==> src/rtl/bta_pkg.sv <==
// Shared types, constants and command/status bundles of the boundary-tag allocator.
package bta_pkg;

    localparam int DEF_HEAP_BYTES = 1024;
    localparam int REQ_W          = 11;
    localparam int OFS_W          = 10;
    localparam int STATUS_W       = 2;
    localparam int NEED_W         = 12;
    localparam int IN_TDATA_W     = 24;
    localparam int OUT_TDATA_W    = 16;
    localparam int MIN_BLOCK      = 8;

    typedef enum logic [STATUS_W-1:0] {
        ST_OK    = 2'd0,
        ST_ZERO  = 2'd1,
        ST_NOMEM = 2'd2
    } t_status;

    typedef enum logic [1:0] {
        RA_H    = 2'd0,
        RA_NX   = 2'd1,
        RA_PREV = 2'd2
    } t_rd_sel;

    typedef enum logic [3:0] {
        WS_FMT    = 4'd0,
        WS_A_HDR  = 4'd1,
        WS_A_FTR  = 4'd2,
        WS_A_RHDR = 4'd3,
        WS_A_RFTR = 4'd4,
        WS_SZ_HDR = 4'd5,
        WS_SZ_FTR = 4'd6,
        WS_P_HDR  = 4'd7,
        WS_P_FTR  = 4'd8
    } t_wr_sel;

    typedef enum logic [1:0] {
        H_HOLD = 2'd0,
        H_ZERO = 2'd1,
        H_OFF  = 2'd2,
        H_ADV  = 2'd3
    } t_h_op;

    typedef enum logic [1:0] {
        SZ_HOLD = 2'd0,
        SZ_LOAD = 2'd1,
        SZ_ADD  = 2'd2
    } t_sz_op;

    typedef struct packed {
        logic    load;
        logic    rd_en;
        t_rd_sel rd_sel;
        logic    wr_en;
        t_wr_sel wr_sel;
        t_h_op   h_op;
        t_sz_op  sz_op;
        logic    res_set;
        t_status res_code;
        logic    res_ofs;
        logic    out_load;
    } t_cmd;

    typedef struct packed {
        logic is_alloc;
        logic req_zero;
        logic formatted;
        logic need_big;
        logic fmt_last;
        logic off_bad;
        logic tag_alloc;
        logic fits;
        logic fit_ok;
        logic rest_nz;
        logic walk_end;
        logic nx_in;
        logic h_nz;
        logic prev_ok;
    } t_stat;

endpackage

==> src/rtl/boundary_tag_first_fit_allocator.sv <==
// Top level of the boundary-tag first-fit heap allocator.
// Allocate walks the blocks first-fit, then writes two tags, or four when it splits; the first
// non-zero allocation adds a format sweep over the whole heap. Free rewrites tags and merges.
// One item is in work at a time; the rate is set by the walk, one heap read per block
// through the single registered read port. A result waits in an output register while
// the next item is accepted. Reset (synchronous, active low) marks the heap unformatted.
module boundary_tag_first_fit_allocator #(
    parameter int HEAP_BYTES = bta_pkg::DEF_HEAP_BYTES
) (
    input  logic                            i_clk,
    input  logic                            i_rst_n,
    input  logic                            i_s_tvalid,
    output logic                            o_s_tready,
    // request_size [10:0], block_offset [20:11], zero fill [23:21]
    input  logic [bta_pkg::IN_TDATA_W-1:0]  i_s_tdata,
    // action: 0 allocate, 1 free
    input  logic                            i_s_tuser,
    output logic                            o_m_tvalid,
    input  logic                            i_m_tready,
    // status [1:0], payload_offset [11:2], zero fill [15:12]
    output logic [bta_pkg::OUT_TDATA_W-1:0] o_m_tdata
);
    import bta_pkg::*;

    t_cmd                cmd;
    t_stat               stat;
    logic [STATUS_W-1:0] status;
    logic [OFS_W-1:0]    ofs;

    // sequencer: decides each step from the datapath flags
    bta_ctrl u_ctrl (
        .i_clk      (i_clk),
        .i_rst_n    (i_rst_n),
        .i_s_tvalid (i_s_tvalid),
        .o_s_tready (o_s_tready),
        .o_m_tvalid (o_m_tvalid),
        .i_m_tready (i_m_tready),
        .i_stat     (stat),
        .o_cmd      (cmd)
    );

    // datapath: heap memory, pointers and the result register
    bta_dp #(
        .HEAP_BYTES (HEAP_BYTES)
    ) u_dp (
        .i_clk    (i_clk),
        .i_rst_n  (i_rst_n),
        .i_action (i_s_tuser),
        .i_req    (i_s_tdata[REQ_W-1:0]),
        .i_off    (i_s_tdata[REQ_W+OFS_W-1:REQ_W]),
        .i_cmd    (cmd),
        .o_stat   (stat),
        .o_status (status),
        .o_ofs    (ofs)
    );

    // pack the result beat, status in the lowest bits
    assign o_m_tdata = {(OUT_TDATA_W - STATUS_W - OFS_W)'(0), ofs, status};

endmodule

==> src/rtl/bta_dp.sv <==
// Datapath of the allocator: heap memory, block pointers, size arithmetic and result registers.
module bta_dp #(
    parameter int HEAP_BYTES = bta_pkg::DEF_HEAP_BYTES
) (
    input  logic                         i_clk,
    input  logic                         i_rst_n,
    input  logic                         i_action,
    input  logic [bta_pkg::REQ_W-1:0]    i_req,
    input  logic [bta_pkg::OFS_W-1:0]    i_off,
    input  bta_pkg::t_cmd                i_cmd,
    output bta_pkg::t_stat               o_stat,
    output logic [bta_pkg::STATUS_W-1:0] o_status,
    output logic [bta_pkg::OFS_W-1:0]    o_ofs
);
    import bta_pkg::*;

    localparam int NWORDS = HEAP_BYTES / 4;
    localparam int AW     = $clog2(NWORDS);
    localparam int HW     = AW + 1;
    localparam int TW     = $clog2(HEAP_BYTES + 1);
    localparam int CW0    = (TW > HW) ? TW : HW;
    localparam int CW     = ((CW0 > NEED_W) ? CW0 : NEED_W) + 1;

    localparam logic [CW-1:0] C_NWORDS = CW'(NWORDS);
    localparam logic [CW-1:0] C_HEAP   = CW'(HEAP_BYTES);
    localparam logic [CW-1:0] C_MIN    = CW'(MIN_BLOCK);
    localparam logic [CW-1:0] C_ONE    = CW'(1);
    localparam logic [AW-1:0] C_LAST   = AW'(NWORDS - 1);

    logic [TW-1:0]     mem [NWORDS];

    logic              r_action;
    logic [REQ_W-1:0]  r_req;
    logic [OFS_W-1:0]  r_off;
    logic [HW-1:0]     r_h;
    logic [HW-1:0]     r_base;
    logic [TW-1:0]     r_sz;
    logic [TW-1:0]     r_rdata;
    logic [AW-1:0]     r_fcnt;
    logic              r_fmt;
    t_status           r_res_status;
    logic [OFS_W-1:0]  r_res_ofs;
    logic [STATUS_W-1:0] r_o_status;
    logic [OFS_W-1:0]  r_o_ofs;

    logic [NEED_W-1:0] need12;
    logic [CW-1:0]     needc, hc, szc, rszc, basec, restc, nxc, fhc, ofs_full;
    logic [CW-1:0]     raddr_c, waddr_c, wdata_c;
    logic [AW-1:0]     waddr;
    logic [TW-1:0]     wdata;

    // round the request up to whole double words and add room for both tags
    assign need12 = ((NEED_W'(r_req) + NEED_W'(7)) & ~NEED_W'(7)) + NEED_W'(8);
    assign needc  = CW'(need12);
    assign hc     = CW'(r_h);
    assign szc    = CW'(r_sz);
    assign rszc   = CW'({r_rdata[TW-1:1], 1'b0});
    assign basec  = CW'(r_base);
    assign restc  = szc - needc;
    assign nxc    = hc + (szc >> 2);
    assign fhc    = CW'(r_off[OFS_W-1:2]) - C_ONE;
    assign ofs_full = (hc + C_ONE) << 2;

    always_comb begin
        o_stat.is_alloc  = !r_action;
        o_stat.req_zero  = (r_req == '0);
        o_stat.formatted = r_fmt;
        o_stat.need_big  = (needc > C_HEAP);
        o_stat.fmt_last  = (r_fcnt == C_LAST);
        o_stat.off_bad   = (r_off[1:0] != 2'b00) || (r_off < OFS_W'(4)) || (fhc >= C_NWORDS);
        o_stat.tag_alloc = r_rdata[0];
        o_stat.fits      = (rszc >= C_MIN) && ((rszc >> 2) <= (C_NWORDS - basec));
        o_stat.fit_ok    = !r_rdata[0] && (rszc >= needc);
        o_stat.rest_nz   = (restc != '0);
        o_stat.walk_end  = ((hc + (rszc >> 2)) >= C_NWORDS);
        o_stat.nx_in     = (nxc < C_NWORDS);
        o_stat.h_nz      = (r_h != '0);
        o_stat.prev_ok   = (rszc >= C_MIN) && ((rszc >> 2) <= hc);
    end

    always_comb begin
        case (i_cmd.rd_sel)
            RA_H:    raddr_c = hc;
            RA_NX:   raddr_c = nxc;
            RA_PREV: raddr_c = hc - C_ONE;
            default: raddr_c = hc;
        endcase
    end

    always_comb begin
        waddr_c = hc;
        wdata_c = '0;
        case (i_cmd.wr_sel)
            WS_FMT: begin
                waddr_c = CW'(r_fcnt);
                wdata_c = (r_fcnt == '0 || r_fcnt == C_LAST) ? C_HEAP : '0;
            end
            WS_A_HDR: begin
                waddr_c = hc;
                wdata_c = needc | C_ONE;
            end
            WS_A_FTR: begin
                waddr_c = hc + (needc >> 2) - C_ONE;
                wdata_c = needc | C_ONE;
            end
            WS_A_RHDR: begin
                waddr_c = hc + (needc >> 2);
                wdata_c = restc;
            end
            WS_A_RFTR: begin
                waddr_c = nxc - C_ONE;
                wdata_c = restc;
            end
            WS_SZ_HDR: begin
                waddr_c = hc;
                wdata_c = szc;
            end
            WS_SZ_FTR: begin
                waddr_c = nxc - C_ONE;
                wdata_c = szc;
            end
            WS_P_HDR: begin
                waddr_c = hc - (rszc >> 2);
                wdata_c = rszc + szc;
            end
            WS_P_FTR: begin
                waddr_c = nxc - C_ONE;
                wdata_c = rszc + szc;
            end
            default: begin
                waddr_c = hc;
                wdata_c = '0;
            end
        endcase
    end

    assign waddr = waddr_c[AW-1:0];
    assign wdata = wdata_c[TW-1:0];

    // heap store: one write and one registered read per cycle
    always_ff @(posedge i_clk) begin
        if (i_cmd.wr_en) begin
            mem[waddr] <= wdata;
        end
        if (i_cmd.rd_en) begin
            r_rdata <= mem[raddr_c[AW-1:0]];
            r_base  <= raddr_c[HW-1:0];
        end
    end

    always_ff @(posedge i_clk) begin
        if (!i_rst_n) begin
            r_fmt <= 1'b0;
        end else if (i_cmd.wr_en && i_cmd.wr_sel == WS_FMT && r_fcnt == C_LAST) begin
            r_fmt <= 1'b1;
        end
    end

    always_ff @(posedge i_clk) begin
        if (i_cmd.load) begin
            r_action <= i_action;
            r_req    <= i_req;
            r_off    <= i_off;
            r_fcnt   <= '0;
        end else if (i_cmd.wr_en && i_cmd.wr_sel == WS_FMT) begin
            r_fcnt <= r_fcnt + AW'(1);
        end

        case (i_cmd.h_op)
            H_ZERO:  r_h <= '0;
            H_OFF:   r_h <= fhc[HW-1:0];
            H_ADV:   r_h <= r_h + HW'(rszc >> 2);
            default: r_h <= r_h;
        endcase

        case (i_cmd.sz_op)
            SZ_LOAD: r_sz <= rszc[TW-1:0];
            SZ_ADD:  r_sz <= TW'(szc + rszc);
            default: r_sz <= r_sz;
        endcase

        if (i_cmd.res_set) begin
            r_res_status <= i_cmd.res_code;
            r_res_ofs    <= i_cmd.res_ofs ? ofs_full[OFS_W-1:0] : '0;
        end

        if (i_cmd.out_load) begin
            r_o_status <= r_res_status;
            r_o_ofs    <= r_res_ofs;
        end
    end

    assign o_status = r_o_status;
    assign o_ofs    = r_o_ofs;

endmodule

==> src/rtl/bta_ctrl.sv <==
// Sequencer of the allocator: format sweep, first-fit walk, split and merge steps, handshakes.
module bta_ctrl (
    input  logic           i_clk,
    input  logic           i_rst_n,
    input  logic           i_s_tvalid,
    output logic           o_s_tready,
    output logic           o_m_tvalid,
    input  logic           i_m_tready,
    input  bta_pkg::t_stat i_stat,
    output bta_pkg::t_cmd  o_cmd
);
    import bta_pkg::*;

    typedef enum logic [22:0] {
        S_IDLE = 23'(1) << 0,
        S_DEC  = 23'(1) << 1,
        S_FMT  = 23'(1) << 2,
        S_ACHK = 23'(1) << 3,
        S_WRD  = 23'(1) << 4,
        S_WEV  = 23'(1) << 5,
        S_AW0  = 23'(1) << 6,
        S_AW1  = 23'(1) << 7,
        S_AW2  = 23'(1) << 8,
        S_AW3  = 23'(1) << 9,
        S_FRD  = 23'(1) << 10,
        S_FEV  = 23'(1) << 11,
        S_FW0  = 23'(1) << 12,
        S_FW1  = 23'(1) << 13,
        S_NRD  = 23'(1) << 14,
        S_NEV  = 23'(1) << 15,
        S_NW0  = 23'(1) << 16,
        S_NW1  = 23'(1) << 17,
        S_PRD  = 23'(1) << 18,
        S_PEV  = 23'(1) << 19,
        S_PW0  = 23'(1) << 20,
        S_PW1  = 23'(1) << 21,
        S_DONE = 23'(1) << 22
    } t_state;

    t_state r_state, n_state;
    logic   r_ovalid, n_ovalid;

    always_comb begin
        n_state    = r_state;
        o_cmd      = '0;
        o_s_tready = 1'b0;
        case (r_state)
            S_IDLE: begin
                o_s_tready = 1'b1;
                if (i_s_tvalid) begin
                    o_cmd.load = 1'b1;
                    n_state    = S_DEC;
                end
            end
            S_DEC: begin
                if (i_stat.is_alloc) begin
                    if (i_stat.req_zero) begin
                        o_cmd.res_set  = 1'b1;
                        o_cmd.res_code = ST_ZERO;
                        n_state        = S_DONE;
                    end else if (!i_stat.formatted) begin
                        n_state = S_FMT;
                    end else begin
                        n_state = S_ACHK;
                    end
                end else begin
                    // free always answers ok with a zero offset
                    o_cmd.res_set  = 1'b1;
                    o_cmd.res_code = ST_OK;
                    if (!i_stat.formatted || i_stat.off_bad) begin
                        n_state = S_DONE;
                    end else begin
                        o_cmd.h_op = H_OFF;
                        n_state    = S_FRD;
                    end
                end
            end
            S_FMT: begin
                o_cmd.wr_en  = 1'b1;
                o_cmd.wr_sel = WS_FMT;
                if (i_stat.fmt_last) begin
                    n_state = S_ACHK;
                end
            end
            S_ACHK: begin
                if (i_stat.need_big) begin
                    o_cmd.res_set  = 1'b1;
                    o_cmd.res_code = ST_NOMEM;
                    n_state        = S_DONE;
                end else begin
                    o_cmd.h_op = H_ZERO;
                    n_state    = S_WRD;
                end
            end
            S_WRD: begin
                o_cmd.rd_en  = 1'b1;
                o_cmd.rd_sel = RA_H;
                n_state      = S_WEV;
            end
            S_WEV: begin
                if (!i_stat.fits) begin
                    o_cmd.res_set  = 1'b1;
                    o_cmd.res_code = ST_NOMEM;
                    n_state        = S_DONE;
                end else if (i_stat.fit_ok) begin
                    o_cmd.sz_op = SZ_LOAD;
                    n_state     = S_AW0;
                end else begin
                    o_cmd.h_op = H_ADV;
                    if (i_stat.walk_end) begin
                        o_cmd.res_set  = 1'b1;
                        o_cmd.res_code = ST_NOMEM;
                        n_state        = S_DONE;
                    end else begin
                        n_state = S_WRD;
                    end
                end
            end
            S_AW0: begin
                o_cmd.wr_en  = 1'b1;
                o_cmd.wr_sel = WS_A_HDR;
                n_state      = S_AW1;
            end
            S_AW1: begin
                o_cmd.wr_en  = 1'b1;
                o_cmd.wr_sel = WS_A_FTR;
                if (i_stat.rest_nz) begin
                    n_state = S_AW2;
                end else begin
                    o_cmd.res_set  = 1'b1;
                    o_cmd.res_code = ST_OK;
                    o_cmd.res_ofs  = 1'b1;
                    n_state        = S_DONE;
                end
            end
            S_AW2: begin
                o_cmd.wr_en  = 1'b1;
                o_cmd.wr_sel = WS_A_RHDR;
                n_state      = S_AW3;
            end
            S_AW3: begin
                o_cmd.wr_en    = 1'b1;
                o_cmd.wr_sel   = WS_A_RFTR;
                o_cmd.res_set  = 1'b1;
                o_cmd.res_code = ST_OK;
                o_cmd.res_ofs  = 1'b1;
                n_state        = S_DONE;
            end
            S_FRD: begin
                o_cmd.rd_en  = 1'b1;
                o_cmd.rd_sel = RA_H;
                n_state      = S_FEV;
            end
            S_FEV: begin
                if (!i_stat.tag_alloc || !i_stat.fits) begin
                    n_state = S_DONE;
                end else begin
                    o_cmd.sz_op = SZ_LOAD;
                    n_state     = S_FW0;
                end
            end
            S_FW0: begin
                o_cmd.wr_en  = 1'b1;
                o_cmd.wr_sel = WS_SZ_HDR;
                n_state      = S_FW1;
            end
            S_FW1: begin
                o_cmd.wr_en  = 1'b1;
                o_cmd.wr_sel = WS_SZ_FTR;
                if (i_stat.nx_in) begin
                    n_state = S_NRD;
                end else if (i_stat.h_nz) begin
                    n_state = S_PRD;
                end else begin
                    n_state = S_DONE;
                end
            end
            S_NRD: begin
                o_cmd.rd_en  = 1'b1;
                o_cmd.rd_sel = RA_NX;
                n_state      = S_NEV;
            end
            S_NEV: begin
                if (!i_stat.tag_alloc && i_stat.fits) begin
                    o_cmd.sz_op = SZ_ADD;
                    n_state     = S_NW0;
                end else if (i_stat.h_nz) begin
                    n_state = S_PRD;
                end else begin
                    n_state = S_DONE;
                end
            end
            S_NW0: begin
                o_cmd.wr_en  = 1'b1;
                o_cmd.wr_sel = WS_SZ_HDR;
                n_state      = S_NW1;
            end
            S_NW1: begin
                o_cmd.wr_en  = 1'b1;
                o_cmd.wr_sel = WS_SZ_FTR;
                n_state      = i_stat.h_nz ? S_PRD : S_DONE;
            end
            S_PRD: begin
                o_cmd.rd_en  = 1'b1;
                o_cmd.rd_sel = RA_PREV;
                n_state      = S_PEV;
            end
            S_PEV: begin
                n_state = (!i_stat.tag_alloc && i_stat.prev_ok) ? S_PW0 : S_DONE;
            end
            S_PW0: begin
                o_cmd.wr_en  = 1'b1;
                o_cmd.wr_sel = WS_P_HDR;
                n_state      = S_PW1;
            end
            S_PW1: begin
                o_cmd.wr_en  = 1'b1;
                o_cmd.wr_sel = WS_P_FTR;
                n_state      = S_DONE;
            end
            S_DONE: begin
                // hold the result until the output register is free
                if (!r_ovalid || i_m_tready) begin
                    o_cmd.out_load = 1'b1;
                    n_state        = S_IDLE;
                end
            end
            default: begin
                n_state = S_IDLE;
            end
        endcase
    end

    always_comb begin
        if (o_cmd.out_load) begin
            n_ovalid = 1'b1;
        end else if (i_m_tready) begin
            n_ovalid = 1'b0;
        end else begin
            n_ovalid = r_ovalid;
        end
    end

    always_ff @(posedge i_clk) begin
        if (!i_rst_n) begin
            r_state  <= S_IDLE;
            r_ovalid <= 1'b0;
        end else begin
            r_state  <= n_state;
            r_ovalid <= n_ovalid;
        end
    end

    assign o_m_tvalid = r_ovalid;

endmodule

==> config.mk <==
export PLATFORM = sky130hd
export DESIGN_NAME = boundary_tag_first_fit_allocator
export DESIGN_NICKNAME = d
export VERILOG_FILES = /design/src/rtl/bta_pkg.sv /design/src/rtl/boundary_tag_first_fit_allocator.sv /design/src/rtl/bta_dp.sv /design/src/rtl/bta_ctrl.sv
export SDC_FILE = /design/constraint.sdc
export NUM_CORES = 2
export LEC_CHECK = 0
export BUFFER_PORTS_ARGS = -buffer_cell sky130_fd_sc_hd__buf_2
export CAP_MARGIN = 20
export CORE_ASPECT_RATIO = 1.25
export CORE_UTILIZATION = 25
export CTS_CLUSTER_SIZE = 10
export DETAILED_ROUTE_END_ITERATION = 8
export PLACE_DENSITY = 0.49
export SETUP_SLACK_MARGIN = 0.3
export SLEW_MARGIN = 25
export SYNTH_ARGS = -nofsm -noshare
export SYNTH_HDL_FRONTEND = slang
export SYNTH_SLANG_ARGS = --single-unit
==> constraint.sdc <==
create_clock -name i_clk -period 32.2 [get_ports i_clk]
set_input_delay 1.61 -clock i_clk [delete_from_list [all_inputs] [get_ports i_clk]]
set_output_delay 1.61 -clock i_clk [all_outputs]
set_load 0.01 [all_outputs]
==> results.sh <==
export IMPL_wl_per_cell_um=27.0
export IMPL_grt_use_total_pct=14.6
export IMPL_coreArea_um2=472000
export IMPL_crit_fanout=64
export IMPL_async_flop_share_pct=0
export IMPL_synth_commonest_cells="edfxtp_1 (2897), nand2_1 (850), mux4_2 (630)"
export IMPL_regToRegStartpoint="u_ctrl.r_state[0]"
export IMPL_p_clk_share_pct=44.8
export IMPL_ant_nets=0
export IMPL_fin_setup_tns_ps=0
export IMPL_ios=47
export IMPL_cp_start_kind="flop"
export IMPL_ys_seq_area_share_pct=74.0
export IMPL_reg2reg_to="u_dp.r_rdata[9]"
export IMPL_initial_core_util_pct=25.1
export IMPL_endpoint_kind="flop"
export IMPL_cp_data_arrival_time_ps=10640
export IMPL_grt_setup_unrepaired="false"
export IMPL_fin_crit_ps=10020
export IMPL_p_int_mw=6.09
export IMPL_tightest_slew_ps=1260
export IMPL_cts_hold_fix_buffers=0
export IMPL_required_ps=32820
export IMPL_synth_top_cells_by_area="edfxtp_1 (73%), mux4_2 (12%), nand2_1 (2.7%)"
export IMPL_synth_main_ff_cell="edfxtp_1"
export IMPL_avgSynthCellArea_um2=17.8
export IMPL_layout_drive_gt1_share_pct=23.1
export IMPL_p_comb_share_pct=0.8
export IMPL_swShare_pct=19.8
export IMPL_fin_hold_ws_ps=415
export IMPL_antenna_found_initial=7
export IMPL_pwr_share_seq_pct=54.5
export IMPL_nNetsFinal=6989
export IMPL_first_global_vias=65549
export IMPL_p_sw_mw=1.50
export IMPL_clkTransAtPathRegs_ps=60
export IMPL_synth_warnings=0
export IMPL_cts_sinks=2930
export IMPL_routabilityCongestion=0.856
export IMPL_cts_root_buffer="clkbuf_16"
export IMPL_drt_initial_drc_count=6153
export IMPL_vias=63766
export IMPL_synth_edf_count=2897
export IMPL_max_freq_ghz=0.0998
export IMPL_final_setup_viol_count=0
export IMPL_slew_violations=0
export IMPL_grt_overflow=0
export IMPL_drt_wl_total_um=356000
export IMPL_path_class="reg -> reg"
export IMPL_die_h_um=771
export IMPL_numCtsBuffers=340
export IMPL_area_delta_synth_final_pct=17.1
export IMPL_synth_most_common_cell="edfxtp_1"
export IMPL_insertion_delay_ps=930
export IMPL_ys_types=90
export IMPL_hpwlAfterDp_um=218000
export IMPL_synth_top_area_cell="edfxtp_1"
export IMPL_max_cap_violations=0
export IMPL_hold_class="reg -> reg"
export IMPL_fp_dieW_um=617
export IMPL_grt_pass1_wl_um=501000
export IMPL_fin_crit_sh_pct=31.1
export IMPL_min_to="u_dp.o_ofs[2]"
export IMPL_synthCells=6659
export IMPL_cts_tree="done"
export IMPL_htreeDepth=5
export IMPL_max_slew_margin_pct=16.0
export IMPL_cts_buffer_depth=4
export IMPL_routed_via_density=4.84
export IMPL_r2r_slack_ps=22180
export IMPL_status="complete, but fails checks"
export IMPL_fp_row_count=282
export IMPL_min_delay_start="u_dp.r_res_ofs[2]"
export IMPL_power_density_nw_per_um2=54.8
export IMPL_synth_top_area_share_pct=73.5
export IMPL_drt_pass1_iter_count=9
export IMPL_grt_max_degree=181
export IMPL_drc=2
export IMPL_hold_path_depth=0
export IMPL_post_cts_resized=0
export IMPL_io_buffers=37
export IMPL_mappedNetlistArea_um2=118000
export IMPL_clock_skew_ps=71.4
export IMPL_reg2reg_depth=20
export IMPL_ys_ff_latch=2930
export IMPL_final_hold_viol_count=0
export IMPL_vdd_ir_drop_worst_mv=0.0387
export IMPL_leakagePower_nw=38.2
export IMPL_postCtsSetupBuffers=0
export IMPL_violations="design-rule violations"
export IMPL_design_die_area_um2=476000
-- metal layers --
layer	share of wire, %	up-vias	GRT usage (%)
li1	-	27038	-
met1	39	33925	17.7
met2	51	2223	25.5
met3	5.7	580	2.31
met4	5.1	0	6.78
met5	0	-	0
-- worst max-delay path by stage --
stage,endpoint,startpoint,slack (ps),cells past startpoint
after detailed placement,u_dp.r_rdata[9],u_ctrl.r_state[0],22080,20
after CTS,u_dp.r_rdata[9],u_ctrl.r_state[0],22070,20
after global routing,u_dp.r_rdata[9],u_ctrl.r_state[0],21760,20
after global placement,u_dp.r_rdata[9],u_ctrl.r_state[0],22190,20
after floorplan,u_dp.mem[0][3],u_ctrl.r_state[0],17570,8
final,u_dp.r_rdata[9],u_ctrl.r_state[0],22180,20
-- power by group through the flow --
stage | Sequential, mW | Combinational, mW | Clock [mW]
after floorplan | 4.21 | 0.0388 | 0
after global placement | 4.21 | 0.0565 | 0
after detailed placement | 4.21 | 0.0573 | 0
after CTS | 4.14 | 0.0579 | 3.47
after global routing | 4.13 | 0.0638 | 3.59
final | 4.14 | 0.0582 | 3.40
-- layout by cell type, fill, tap and decap left out, drive strengths merged, types with 16 or more instances in the layout --
| cell type | Yosys | final |
|---|---|---|
| xnor2 | 48 | 48 |
| xor2 | 25 | 25 |
| mux2i | 19 | 19 |
| clkinv | 1 | 17 |
| nor2 | 191 | 191 |
| a21o | 17 | 17 |
| nor2b | 28 | 28 |
| a21oi | 222 | 222 |
| a22oi | 49 | 49 |
| inv | 76 | 84 |
| nand2 | 850 | 850 |
| buf | 138 | 237 |
| edfxtp | 2897 | 2897 |
| nor4 | 80 | 80 |
| o21ai | 112 | 112 |
| and4 | 21 | 21 |
| a41oi | 16 | 16 |
| clkbuf | 239 | 362 |
| ha | 88 | 88 |
| nand3 | 169 | 169 |
| nand4 | 66 | 66 |
| and3 | 45 | 45 |
| nor3 | 311 | 311 |
| mux4 | 630 | 630 |
| dfxtp | 33 | 33 |
| or4 | 18 | 18 |
-- per-stage QoR --
stage	std cells	setup slack [ps]	utilization (%)	cell area [um^2]	power [mW]
after global placement	12765	22190	27.1	128000	4.27
after global routing	13164	21760	29.4	139000	7.79
after floorplan	6664	17570	-	118000	4.25
after CTS	13158	22070	29.3	138000	7.67
final	13171	22180	29.4	139000	7.59
after detailed placement	12767	22080	27.3	129000	4.27
-- final cells by class --
cell class                 count  area (um^2)
antenna                        8         20.0
clock buffer                 362         8720
clock inverter                29          459
fill                       46127       333000
inverter                      77          323
multi-input combinational   3280        31700
sequential                  2930        87700
tap                         6248         7820
timing repair buffer         237         1950
-- state kept, by name, summed over array words and instances, names as in the netlist --
name and flops:
u_ctrl.o_m_tvalid 1, u_ctrl.r_state 23, u_dp.mem 2816, u_dp.o_ofs 8
u_dp.o_status 2, u_dp.r_action 1, u_dp.r_base 9, u_dp.r_fcnt 8
u_dp.r_fmt 1, u_dp.r_h 9, u_dp.r_off 10, u_dp.r_rdata 11
u_dp.r_req 11, u_dp.r_res_ofs 8, u_dp.r_res_status 2, u_dp.r_sz 10
-- worst max-delay path, cell delays in order (launching register included) --
cell,delay [ps]
dfxtp_1,350
or4_4,580
or4_1,660
nor4_1,770
and3b_1,350
inv_1,100
ha_1,510
nand2_1,240
a2bb2oi_1,190
and2_2,460
inv_8,500
buf_4,580
buf_4,670
buf_4,730
buf_4,670
mux4_2,330
nand2_1,70
nand3_1,290
nand4_1,200
or4_1,690
nor4_1,620
-- kinds of logic (layout without fill, tap and decap cells) --
logic type	Yosys count	after routing	share of synthesized area, %
buf+inv	454	705	1.49
fa+ha+maj	95	95	1.04
compound gates	593	593	3.22
mux	654	654	12.2
xor+xnor	73	73	0.540
other cells	1	14	0.00317
simple gates	1859	1859	7.46
flops	2930	2930	74.0
No activity file was read; power rests on OpenSTA's default activity.
